===== config.mk =====
export PLATFORM = sky130hd
export DESIGN_NAME = sha1_hash_engine
export DESIGN_NICKNAME = d
export VERILOG_FILES = /design/src/hdl/sha1_pkg.sv /design/src/hdl/sha1_ctrl.sv /design/src/hdl/sha1_datapath.sv /design/src/hdl/sha1_hash_engine.sv
export SDC_FILE = /design/constraint.sdc
export NUM_CORES = 2
export LEC_CHECK = 0
export BUFFER_PORTS_ARGS = -buffer_cell sky130_fd_sc_hd__buf_4
export CAP_MARGIN = 25
export CORE_MARGIN = 4
export CORE_UTILIZATION = 35
export CTS_CLUSTER_SIZE = 16
export DETAILED_ROUTE_END_ITERATION = 10
export GPL_TIMING_DRIVEN = 1
export PLACE_DENSITY_LB_ADDON = 0.2
export SYNTH_ARGS = -nofsm -noshare
export SYNTH_HDL_FRONTEND = slang
export SYNTH_SLANG_ARGS = --single-unit

===== constraint.sdc =====
create_clock -name clk -period 17.3 [get_ports clk]
set_clock_uncertainty 0.15 [all_clocks]
set_input_delay 3.46 -clock clk [delete_from_list [all_inputs] [get_ports clk]]
set_output_delay 3.46 -clock clk [all_outputs]
set_load 0.01 [all_outputs]

===== src/hdl/sha1_pkg.sv =====
`timescale 1ns / 1ps
// ----------------------------------------------------------------------------
// sha1_pkg
// Shared types, codes and constants of the SHA-1 hash engine.
// ----------------------------------------------------------------------------
package sha1_pkg;

    typedef logic [31:0] word_t;

    localparam int NUM_WORDS   = 5;
    localparam int BLOCK_WORDS = 16;
    localparam int ROUNDS      = 80;
    localparam int ROUND_W     = 7;

    localparam logic [1:0] REQ_ABSORB  = 2'd0;
    localparam logic [1:0] REQ_DIGEST  = 2'd1;
    localparam logic [1:0] REQ_RESTART = 2'd2;

    localparam logic [5:0] LEN_START = 6'd56;
    localparam logic [5:0] LAST_BYTE = 6'd63;
    localparam logic [7:0] PAD_BYTE  = 8'h80;

    localparam word_t K0 = 32'h5A827999;
    localparam word_t K1 = 32'h6ED9EBA1;
    localparam word_t K2 = 32'h8F1BBCDC;
    localparam word_t K3 = 32'hCA62C1D6;

    localparam word_t SHA_INIT [NUM_WORDS] = '{
        32'h67452301, 32'hEFCDAB89, 32'h98BADCFE, 32'h10325476, 32'hC3D2E1F0
    };

    typedef enum logic [1:0] {
        PAD_NONE,
        PAD_FINAL,
        PAD_SPILL,
        PAD_LEN
    } pad_mode_t;

    typedef enum logic [1:0] {
        ST_IDLE,
        ST_INIT,
        ST_ROUND,
        ST_FOLD
    } ctrl_state_t;

    typedef struct packed {
        logic                 absorb_en;
        logic                 restart_en;
        logic                 snap_capture;
        logic                 init_en;
        logic                 round_en;
        logic                 fold_en;
        logic                 sel_snap;
        pad_mode_t            pad_mode;
        logic [ROUND_W-1:0]   round_t;
        logic                 emit_start;
    } dp_cmd_t;

    typedef struct packed {
        logic [5:0] bytes_in_block;
        logic       overflow;
        logic       emit_busy;
    } dp_status_t;

endpackage


===== src/hdl/sha1_ctrl.sv =====
`timescale 1ns / 1ps
// ----------------------------------------------------------------------------
// sha1_ctrl
// Request decode and compression sequencer: init, 80 rounds, fold, and the
// one- or two-block padded pass of a digest.
// ----------------------------------------------------------------------------
module sha1_ctrl
    import sha1_pkg::*;
(
    input  logic       clk,
    input  logic       rst_n,
    input  logic       in_valid,
    output logic       in_ready,
    input  logic [1:0] req_type,
    input  dp_status_t status,
    output dp_cmd_t    cmd
);

    ctrl_state_t        state_reg, state_next;
    logic [ROUND_W-1:0] round_reg, round_next;
    pad_mode_t          pad_mode_reg, pad_mode_next;
    logic               sel_snap_reg, sel_snap_next;
    logic               fire;

    always_ff @(posedge clk or negedge rst_n)
    begin
        if (!rst_n)
        begin
            state_reg    <= ST_IDLE;
            round_reg    <= '0;
            pad_mode_reg <= PAD_NONE;
            sel_snap_reg <= 1'b0;
        end
        else
        begin
            state_reg    <= state_next;
            round_reg    <= round_next;
            pad_mode_reg <= pad_mode_next;
            sel_snap_reg <= sel_snap_next;
        end
    end

    assign in_ready = (state_reg == ST_IDLE) &&
                      ((req_type != REQ_DIGEST) || !status.emit_busy);
    assign fire = in_valid && in_ready;

    always_comb
    begin
        state_next    = state_reg;
        round_next    = round_reg;
        pad_mode_next = pad_mode_reg;
        sel_snap_next = sel_snap_reg;
        cmd           = '0;
        cmd.pad_mode  = pad_mode_reg;
        cmd.sel_snap  = sel_snap_reg;
        cmd.round_t   = round_reg;
        case (state_reg)
            ST_IDLE:
            begin
                if (fire)
                begin
                    case (req_type)
                        REQ_ABSORB:
                        begin
                            if (!status.overflow)
                            begin
                                cmd.absorb_en = 1'b1;
                                if (status.bytes_in_block == LAST_BYTE)
                                begin
                                    pad_mode_next = PAD_NONE;
                                    sel_snap_next = 1'b0;
                                    state_next    = ST_INIT;
                                end
                            end
                        end
                        REQ_DIGEST:
                        begin
                            cmd.snap_capture = 1'b1;
                            sel_snap_next    = 1'b1;
                            pad_mode_next    = (status.bytes_in_block >= LEN_START) ?
                                               PAD_SPILL : PAD_FINAL;
                            state_next       = ST_INIT;
                        end
                        REQ_RESTART:
                        begin
                            cmd.restart_en = 1'b1;
                        end
                        default:
                        begin
                        end
                    endcase
                end
            end
            ST_INIT:
            begin
                cmd.init_en = 1'b1;
                round_next  = '0;
                state_next  = ST_ROUND;
            end
            ST_ROUND:
            begin
                cmd.round_en = 1'b1;
                if (round_reg == ROUND_W'(ROUNDS - 1))
                begin
                    state_next = ST_FOLD;
                end
                else
                begin
                    round_next = round_reg + 1'b1;
                end
            end
            ST_FOLD:
            begin
                cmd.fold_en = 1'b1;
                if (pad_mode_reg == PAD_SPILL)
                begin
                    pad_mode_next = PAD_LEN;
                    state_next    = ST_INIT;
                end
                else
                begin
                    cmd.emit_start = sel_snap_reg;
                    state_next     = ST_IDLE;
                end
            end
            default:
            begin
                state_next = ST_IDLE;
            end
        endcase
    end

    a_round_to_fold: assert property (@(posedge clk) disable iff (!rst_n)
        (state_reg == ST_ROUND && round_reg == ROUND_W'(ROUNDS - 1)) |=>
        (state_reg == ST_FOLD))
        else $error("round count did not end in fold");

    a_init_to_round: assert property (@(posedge clk) disable iff (!rst_n)
        (state_reg == ST_INIT) |=> (state_reg == ST_ROUND && round_reg == '0))
        else $error("init did not start round zero");

endmodule


===== src/hdl/sha1_datapath.sv =====
`timescale 1ns / 1ps
// ----------------------------------------------------------------------------
// sha1_datapath
// Block buffer, length counter, padding, 16-word schedule window, round
// registers, chaining values and the digest word emitter.
// ----------------------------------------------------------------------------
module sha1_datapath
    import sha1_pkg::*;
(
    input  logic        clk,
    input  logic        rst_n,
    input  dp_cmd_t     cmd,
    output dp_status_t  status,
    input  logic [7:0]  data_byte,
    output logic        out_valid,
    input  logic        out_ready,
    output logic [31:0] digest_word,
    output logic [2:0]  word_index,
    output logic        last_word,
    output logic        overflow_error
);

    word_t       block_buf_reg [BLOCK_WORDS];
    word_t       window_reg [BLOCK_WORDS];
    word_t       rr_reg [NUM_WORDS];
    word_t       chain_reg [NUM_WORDS];
    word_t       snap_reg [NUM_WORDS];
    logic [5:0]  bytes_reg;
    logic [63:0] bit_count_reg;
    logic [63:0] bit_count_next;
    logic        overflow_reg;
    logic        emit_busy_reg;
    logic [2:0]  emit_cnt_reg;
    logic        emit_ovf_reg;

    word_t       rd_word;
    word_t       pad_word;
    word_t       sched_new;
    word_t       w_cur;
    word_t       f_val;
    word_t       k_val;
    word_t       tmp;
    logic [5:0]  j;
    logic [7:0]  raw_byte;
    logic [7:0]  len_byte;
    logic [7:0]  pad_v;
    logic [4:0]  lane_off;
    logic        out_fire;

    assign bit_count_next = bit_count_reg + 64'd8;
    assign lane_off       = {~bytes_reg[1:0], 3'b000};
    assign rd_word        = block_buf_reg[cmd.round_t[3:0]];

    always_comb
    begin
        pad_word = '0;
        j        = '0;
        raw_byte = '0;
        len_byte = '0;
        pad_v    = '0;
        for (int b = 0; b < 4; b++)
        begin
            j        = {cmd.round_t[3:0], 2'(b)};
            raw_byte = rd_word[8*(3-b) +: 8];
            len_byte = bit_count_reg[{~j[2:0], 3'b000} +: 8];
            case (cmd.pad_mode)
                PAD_NONE:
                begin
                    pad_v = raw_byte;
                end
                PAD_FINAL, PAD_SPILL:
                begin
                    if (j < bytes_reg)
                    begin
                        pad_v = raw_byte;
                    end
                    else if (j == bytes_reg)
                    begin
                        pad_v = PAD_BYTE;
                    end
                    else if (cmd.pad_mode == PAD_FINAL && j >= LEN_START)
                    begin
                        pad_v = len_byte;
                    end
                    else
                    begin
                        pad_v = '0;
                    end
                end
                PAD_LEN:
                begin
                    pad_v = (j >= LEN_START) ? len_byte : 8'h00;
                end
                default:
                begin
                    pad_v = '0;
                end
            endcase
            pad_word[8*(3-b) +: 8] = pad_v;
        end
    end

    always_comb
    begin
        sched_new = window_reg[13] ^ window_reg[8] ^ window_reg[2] ^ window_reg[0];
        sched_new = {sched_new[30:0], sched_new[31]};
        w_cur     = (cmd.round_t < ROUND_W'(BLOCK_WORDS)) ? pad_word : sched_new;
        if (cmd.round_t < ROUND_W'(20))
        begin
            f_val = (rr_reg[1] & rr_reg[2]) | (~rr_reg[1] & rr_reg[3]);
            k_val = K0;
        end
        else if (cmd.round_t < ROUND_W'(40))
        begin
            f_val = rr_reg[1] ^ rr_reg[2] ^ rr_reg[3];
            k_val = K1;
        end
        else if (cmd.round_t < ROUND_W'(60))
        begin
            f_val = (rr_reg[1] & rr_reg[2]) | (rr_reg[1] & rr_reg[3]) |
                    (rr_reg[2] & rr_reg[3]);
            k_val = K2;
        end
        else
        begin
            f_val = rr_reg[1] ^ rr_reg[2] ^ rr_reg[3];
            k_val = K3;
        end
        tmp = {rr_reg[0][26:0], rr_reg[0][31:27]} + f_val + rr_reg[4] + w_cur + k_val;
    end

    // block buffer and working registers, no reset
    always_ff @(posedge clk)
    begin
        if (cmd.absorb_en)
        begin
            block_buf_reg[bytes_reg[5:2]][lane_off +: 8] <= data_byte;
        end
        if (cmd.snap_capture)
        begin
            for (int i = 0; i < NUM_WORDS; i++)
            begin
                snap_reg[i] <= chain_reg[i];
            end
        end
        if (cmd.fold_en && cmd.sel_snap)
        begin
            for (int i = 0; i < NUM_WORDS; i++)
            begin
                snap_reg[i] <= snap_reg[i] + rr_reg[i];
            end
        end
        if (cmd.init_en)
        begin
            for (int i = 0; i < NUM_WORDS; i++)
            begin
                rr_reg[i] <= cmd.sel_snap ? snap_reg[i] : chain_reg[i];
            end
        end
        if (cmd.round_en)
        begin
            for (int i = 0; i < BLOCK_WORDS - 1; i++)
            begin
                window_reg[i] <= window_reg[i+1];
            end
            window_reg[BLOCK_WORDS-1] <= w_cur;
            rr_reg[4] <= rr_reg[3];
            rr_reg[3] <= rr_reg[2];
            rr_reg[2] <= {rr_reg[1][1:0], rr_reg[1][31:2]};
            rr_reg[1] <= rr_reg[0];
            rr_reg[0] <= tmp;
        end
    end

    always_ff @(posedge clk or negedge rst_n)
    begin
        if (!rst_n)
        begin
            for (int i = 0; i < NUM_WORDS; i++)
            begin
                chain_reg[i] <= SHA_INIT[i];
            end
            bytes_reg     <= '0;
            bit_count_reg <= '0;
            overflow_reg  <= 1'b0;
        end
        else
        begin
            if (cmd.restart_en)
            begin
                for (int i = 0; i < NUM_WORDS; i++)
                begin
                    chain_reg[i] <= SHA_INIT[i];
                end
                bytes_reg     <= '0;
                bit_count_reg <= '0;
                overflow_reg  <= 1'b0;
            end
            else
            begin
                if (cmd.absorb_en)
                begin
                    bytes_reg     <= bytes_reg + 1'b1;
                    bit_count_reg <= bit_count_next;
                    if (bit_count_next == '0)
                    begin
                        overflow_reg <= 1'b1;
                    end
                end
                if (cmd.fold_en && !cmd.sel_snap)
                begin
                    for (int i = 0; i < NUM_WORDS; i++)
                    begin
                        chain_reg[i] <= chain_reg[i] + rr_reg[i];
                    end
                end
            end
        end
    end

    // digest word emitter
    assign out_fire = emit_busy_reg && out_ready;

    always_ff @(posedge clk or negedge rst_n)
    begin
        if (!rst_n)
        begin
            emit_busy_reg <= 1'b0;
            emit_cnt_reg  <= '0;
            emit_ovf_reg  <= 1'b0;
        end
        else if (cmd.emit_start)
        begin
            emit_busy_reg <= 1'b1;
            emit_cnt_reg  <= '0;
            emit_ovf_reg  <= overflow_reg;
        end
        else if (out_fire)
        begin
            if (emit_cnt_reg == 3'(NUM_WORDS - 1))
            begin
                emit_busy_reg <= 1'b0;
            end
            else
            begin
                emit_cnt_reg <= emit_cnt_reg + 1'b1;
            end
        end
    end

    always_comb
    begin
        case (emit_cnt_reg)
            3'd0:    digest_word = snap_reg[0];
            3'd1:    digest_word = snap_reg[1];
            3'd2:    digest_word = snap_reg[2];
            3'd3:    digest_word = snap_reg[3];
            default: digest_word = snap_reg[4];
        endcase
    end

    assign out_valid      = emit_busy_reg;
    assign word_index     = emit_cnt_reg;
    assign last_word      = (emit_cnt_reg == 3'(NUM_WORDS - 1));
    assign overflow_error = emit_ovf_reg;

    assign status.bytes_in_block = bytes_reg;
    assign status.overflow       = overflow_reg;
    assign status.emit_busy      = emit_busy_reg;

    a_emit_start_free: assert property (@(posedge clk) disable iff (!rst_n)
        cmd.emit_start |-> !emit_busy_reg)
        else $error("digest emit started while previous digest still pending");

    a_emit_done: assert property (@(posedge clk) disable iff (!rst_n)
        (out_valid && out_ready && last_word) |=> !emit_busy_reg)
        else $error("emitter busy after final digest word");

    a_restart_clears: assert property (@(posedge clk) disable iff (!rst_n)
        cmd.restart_en |=> (bit_count_reg == '0 && !overflow_reg && bytes_reg == '0))
        else $error("restart did not clear length state");

endmodule


===== src/hdl/sha1_hash_engine.sv =====
`timescale 1ns / 1ps
// ----------------------------------------------------------------------------
// sha1_hash_engine
// SHA-1 engine taking one byte or command per beat and giving five digest
// words per digest request.
// ----------------------------------------------------------------------------
// absorb: one byte per beat while idle; the byte closing a block starts init,
//   80 rounds at one round per cycle and fold, with in_ready low until the fold
// digest: one padded block or two, then five digest words;
//   absorb and restart are taken while the words drain
// reset: chaining value set to the initial value, counters and flag cleared
// ----------------------------------------------------------------------------
module sha1_hash_engine
    import sha1_pkg::*;
(
    input  logic        clk,
    input  logic        rst_n,
    input  logic        in_valid,
    output logic        in_ready,
    input  logic [1:0]  req_type,
    input  logic [7:0]  data_byte,
    output logic        out_valid,
    input  logic        out_ready,
    output logic [31:0] digest_word,
    output logic [2:0]  word_index,
    output logic        last_word,
    output logic        overflow_error
);

    dp_cmd_t    cmd;
    dp_status_t status;

    sha1_ctrl u_ctrl (
        .clk      (clk),
        .rst_n    (rst_n),
        .in_valid (in_valid),
        .in_ready (in_ready),
        .req_type (req_type),
        .status   (status),
        .cmd      (cmd)
    );

    sha1_datapath u_datapath (
        .clk            (clk),
        .rst_n          (rst_n),
        .cmd            (cmd),
        .status         (status),
        .data_byte      (data_byte),
        .out_valid      (out_valid),
        .out_ready      (out_ready),
        .digest_word    (digest_word),
        .word_index     (word_index),
        .last_word      (last_word),
        .overflow_error (overflow_error)
    );

endmodule

; ---- Word level (Yosys, flattened, before mapping)
; Memory sizes are Yosys's and may differ from the RTL's.
; Index checks and enable logic that the tools add are counted.
[op_classes]
order_cmp = 13
mux = 98
reduce_logical = 33
n_eq_ne = 29
bitwise = 28
shift = 6
add_sub_neg = 19
[ops]
columns = cell, count
row1 = $mux W32, 22
row2 = $add A32 B32 Y32, 14
row3 = $mux W160, 2
row4 = $shiftx A64 B7 Y8, 4
row5 = $xor A32 B32 Y32, 5
row6 = $and A32 B32 Y32, 4
row7 = $mux W64, 2
row8 = $mux W8, 16
row9 = $pmux W32 S4, 1
row10 = $or A32 B32 Y32, 3
row11 = $pmux W8 S3, 4
row12 = $add A64 B4 Y64 const B, 1
row13 = $logic_not A64 Y1, 1
row14 = $not A32 Y32, 1
row15 = $shift A8 B7 Y32 const A, 1
row16 = $shiftx A8 B7 Y32, 1
row17 = $mux W31, 1
row18 = $ge A6 B6 Y1 const B, 5
row19 = $mux W1, 27
row20 = $eq A6 B6 Y1, 4
row21 = $lt A6 B6 Y1, 4
row22 = $mux W2, 9
row23 = $reduce_bool A2 Y1, 8
row24 = $mux W3, 5
row25 = other kinds (34), 81
[totals]
regBits = 248
ram_bits = 1344
mem_count = 4
in_bits = 14
output_inout_bits = 39
word_cells = 245
[mem_list]
columns = name, words, word_bits, read_ports, rd_ports_with_merged_regs, wr, line
row1 = u_datapath.block_buf_reg, 16, 32, 1, 0, 1, sha1_datapath.sv:23  ; word_t block_buf_reg [BLOCK_WORDS];
row2 = u_datapath.window_reg, 16, 32, 16, 0, 16, sha1_datapath.sv:24  ; word_t window_reg [BLOCK_WORDS];
row3 = u_datapath.rr_reg, 5, 32, 5, 0, 5, sha1_datapath.sv:25  ; word_t rr_reg [NUM_WORDS];
row4 = u_datapath.snap_reg, 5, 32, 5, 0, 5, sha1_datapath.sv:27  ; word_t snap_reg [NUM_WORDS];

; ---- Longest topological paths before layout
; An unclocked memory read counts as a cell.
[logic_depth]
depth_word = 12
mapped_depth = 35
depth_no_buf = 30

; ---- Cells and area by module
; Synthesis repeated with hierarchy kept, for this count alone.
[unflattened]
hier_cells = 6946
area_unflattened_um2 = 84921.4
[by_module_without_submodules]
columns = mod, seq_area_each_um2, area_each_um2, cells_each, instances
row1 = sha1_datapath, 46289.4, 84109.4, 6857, 1
row2 = sha1_ctrl, 300.3, 812.0, 89, 1

; ---- Least setup slack after synthesis
; OpenSTA, ideal clock, no wires.
[synth_timing]
path_kind = register to register
start = register u_ctrl.state_reg[0]
end = memory u_datapath.rr_reg[0][19] (netlist name), data pin
n_path_buf = 3
arrival_time_ps = 13481
slack_ps = 3398
t_required_ps = 16879
path_stages_with_launch = 7
period_less_slack_ps = 13902
cell_sequence = dfrtp_1 > inv_1 > ha_1 > clkbuf_1 > clkbuf_1 > clkbuf_1 > o22ai_1
[synth_rtl]
columns = element, line
row1 = "start, declared", sha1_ctrl.sv:19  ; ctrl_state_t state_reg, state_next;
row2 = "start signal, assigned", sha1_ctrl.sv:36  ; state_reg <= state_next;
row3 = "end, declared", sha1_datapath.sv:25

==> flow_summary.json <==
{
  "cts_tree": "yes",
  "maxSlewViolCount": 0,
  "dr.pass1.iters": 8,
  "rows": 180,
  "synth.top_cells.by_count": "edfxtp_1, nand2_1, o21ai_0, ha_1, nor2_1",
  "dp_hpwl_um": 175000,
  "r2r_start": "u_ctrl.round_reg[3]",
  "p_clk_frac": 0.502,
  "status": "completed",
  "async_flop_share": 0.154,
  "route.detailed.drc": 0,
  "io_pins": 53,
  "finalSetupViolCount": 0,
  "fin_crit_sh": 0.505,
  "switchingPower_mw": 1.71,
  "grt_pass1_vias": 54452,
  "cts_buffer_depth": 3,
  "hold_ws_ns": 0.221,
  "slowest_delay_ns": 0.67,
  "synth_most_common_cell": "edfxtp_1",
  "swShare": 0.206,
  "power.static_leakage_nw": 37.2,
  "cts_resized": 0,
  "drive_above_1_share": 0.105,
  "fillers": 22686,
  "min_path_type": "reg -> reg",
  "grt_pass1_wl_um": 371000,
  "max_cap_viol_count": 0,
  "seqPwrFrac": 0.494,
  "min_from": "u_datapath.window_reg[0][211]",
  "postCtsHoldBufs": 0,
  "critical_path_required_ns": 17.72,
  "synth_area_leaders": "edfxtp_1, ha_1, dfrtp_1",
  "relSlewSlack": 0.242,
  "worstMarginPinSlew_ns": 1.13,
  "synth_cell_types": 103,
  "syn_inst": 6958,
  "power_mw": 8.30,
  "ys_warn_count": 0,
  "area_growth_pct": 12.8,
  "cp-start-kind": "flip-flop",
  "syn_area_sq_mm": 0.0845,
  "synth_top_area_share": 0.477,
  "yosys_register_bits": 1589,
  "antenna_left": 0,
  "cp.arrival_ns": 9.16,
  "portBuffers": 52,
  "synthXorXnorAreaFrac": 0.0414,
  "min_delay_path_depth": 0,
  "hold_viol_final": 0,
  "syn_avg_cell_area_sq_um": 12.1,
  "synth_top_family_by_area": "compound AO/OA/AOI/OAI gates",
  "h-tree-depth": 4,
  "synth_edf_count": 1344,
  "numCtsBuffers": 181,
  "drtIter0Drc": 5651,
  "min_to": "u_datapath.window_reg[0][179]",
  "globalRouteTotalUtil": 0.197,
  "initial_core_util": 0.351,
  "synth_top_area_cell": "edfxtp_1",
  "cts.sinks": 1589,
  "overflow": 0,
  "clk_pin_slew_ns": 0.06,
  "reg2reg_slack_ns": 8.56,
  "gp_congestion": 0.893,
  "synth-compound-area-share": 0.125,
  "core_area_sq_mm": 0.241,
  "grt_setup_unrepaired": "no",
  "insertion_delay_ns": 0.91,
  "muxShareOfSynthArea": 0.0674,
  "viasPerCell": 5.48,
  "die_x_um": 499,
  "max_freq_mhz": 114,
  "syn_nets": 7502,
  "internal_power_mw": 6.60,
  "wl_um": 252000,
  "die_h_um": 499,
  "antenna_found_initial": 5,
  "dr_total_vias": 56610,
  "wl_per_cell_um": 24.4,
  "post_cts_buffers": 0,
  "comb_power_share": 0.003,
  "reg2regPathDepth": 28,
  "dieArea_sq_mm": 0.249,
  "cts-root-buf": "clkbuf_16",
  "cp_slowest_cell": "a21boi_1",
  "cp_max_fo": 38,
  "peakVddDrop_v": 0.000113,
  "ys_seq_area_frac": 0.551,
  "criticalPathCategory": "reg -> reg",
  "nets": 7523,
  "tns_ns": 0,
  "synth_ff_type": "edfxtp_1",
  "yosys.area_share.adder": 0.0899,
  "period_needed_ns": 8.74,
  "grt_max_degree": 213,
  "p_per_area_mw_per_mm2": 87.1,
  "synthSimpleGateAreaFrac": 0.0979,
  "end_kind": "flip-flop",
  "rr_endpoint": "u_datapath.rr_reg[0][31]"
}
[area by class of cell]
type                            count  area [sq um]  share of cell area
Antenna cell                        1          2.50           0.0000262
Clock buffer                      226          4800              0.0503
Clock inverter                    114          1760              0.0184
Inverter                          276          1040              0.0109
Multi-Input combinational cell   4785         35800               0.376
Sequential cell                  1589         46600               0.489
Tap cell                         3185          3990              0.0418
Timing Repair Buffer              146          1350              0.0141
[worst max-delay path: cells and delay by family, from the launching register on]
| family | cells | cell delay (ns) |
|---|---|---|
| flops | 1 | 0.35 |
| simple gates | 4 | 0.69 |
| compound gates | 14 | 3.78 |
| fa+ha+maj | 6 | 2.57 |
| buf+inv | 3 | 0.71 |
| xor+xnor | 1 | 0.15 |
[kinds of logic after synthesis]
logic type / after synthesis
flip-flops: 1589
AO/OA/AOI/OAI: 1708
XOR/XNOR: 400
adder cells (fa/ha/maj): 530
AND/OR/NAND/NOR: 1779
multiplexers: 368
buffers and inverters: 584
[layer usage]
layer,global-route usage,wire length (um),vias to the layer above
met2,0.314,117000,1659
li1,-,-,26050
met3,0.0244,12500,320
met1,0.281,116000,28581
met5,0,0,-
met4,0.0589,7470,0
[stage by stage]
| stage | cells | instance area (sq um) | utilization | worst slack, ns |
|---|---|---|---|---|
| floorplan | 6958 | 84500 | - | 3.40 |
| global placement | 9941 | 88400 | 0.367 | 8.67 |
| detailed placement | 9969 | 88700 | 0.369 | 8.72 |
| CTS | 10309 | 95200 | 0.396 | 8.67 |
| global route | 10322 | 95400 | 0.397 | 8.04 |
| finish | 10322 | 95400 | 0.397 | 8.56 |
[power groups by stage]
| stage | registers (mW) | logic, mW | clock network [mW] |
|---|---|---|---|
| global placement | 4.18 | 0.0268 | 0 |
| global route | 4.10 | 0.0292 | 4.44 |
| CTS | 4.11 | 0.0274 | 4.27 |
| finish | 4.11 | 0.0259 | 4.17 |
| floorplan | 4.18 | 0.00305 | 0 |
| detailed placement | 4.18 | 0.0275 | 0 |
[worst max-delay path by stage]
stage | startpoint | end | slack, ns | cells after the start
final | u_ctrl.round_reg[3] | u_datapath.rr_reg[0][31] | 8.56 | 28
after global routing | u_datapath.bytes_reg[4] | u_datapath.rr_reg[0][31] | 8.04 | 29
after CTS | u_ctrl.round_reg[3] | u_datapath.rr_reg[0][31] | 8.67 | 28
after detailed placement | u_ctrl.round_reg[3] | u_datapath.rr_reg[0][31] | 8.72 | 28
after global placement | u_ctrl.round_reg[1] | u_datapath.rr_reg[0][31] | 8.67 | 28
after floorplan | u_ctrl.state_reg[0] | u_datapath.rr_reg[0][19] | 3.40 | 6
[placed cells by master (no fill, tap or decap), types with 15 or more instances in the layout]
master	instances
nor2b_1	72
a21oi_1	366
nor2_1	385
fa_1	129
or3_1	43
and2_1	53
nor4_1	18
buf_4	119
nand4_1	35
clkinv_2	24
ha_1	398
o21ai_0	576
dfstp_2	80
nand3_1	132
xnor2_1	259
mux4_2	160
o21bai_1	24
o31ai_1	55
a22oi_1	68
nor3_1	69
and3_1	63
clkbuf_1	35
o211ai_1	70
nand2b_1	52
o32ai_1	20
bufinv_16	33
dfrtp_1	160
clkbuf_16	181
xor2_1	141
a21o_1	161
mux2i_1	199
inv_1	274
a211oi_1	54
a31oi_1	82
edfxtp_1	1344
nand2_1	749
o22ai_1	23
nor3b_1	15
clkinv_1	32
o21a_1	52
Note: power is estimated with default switching activity, not from simulation.
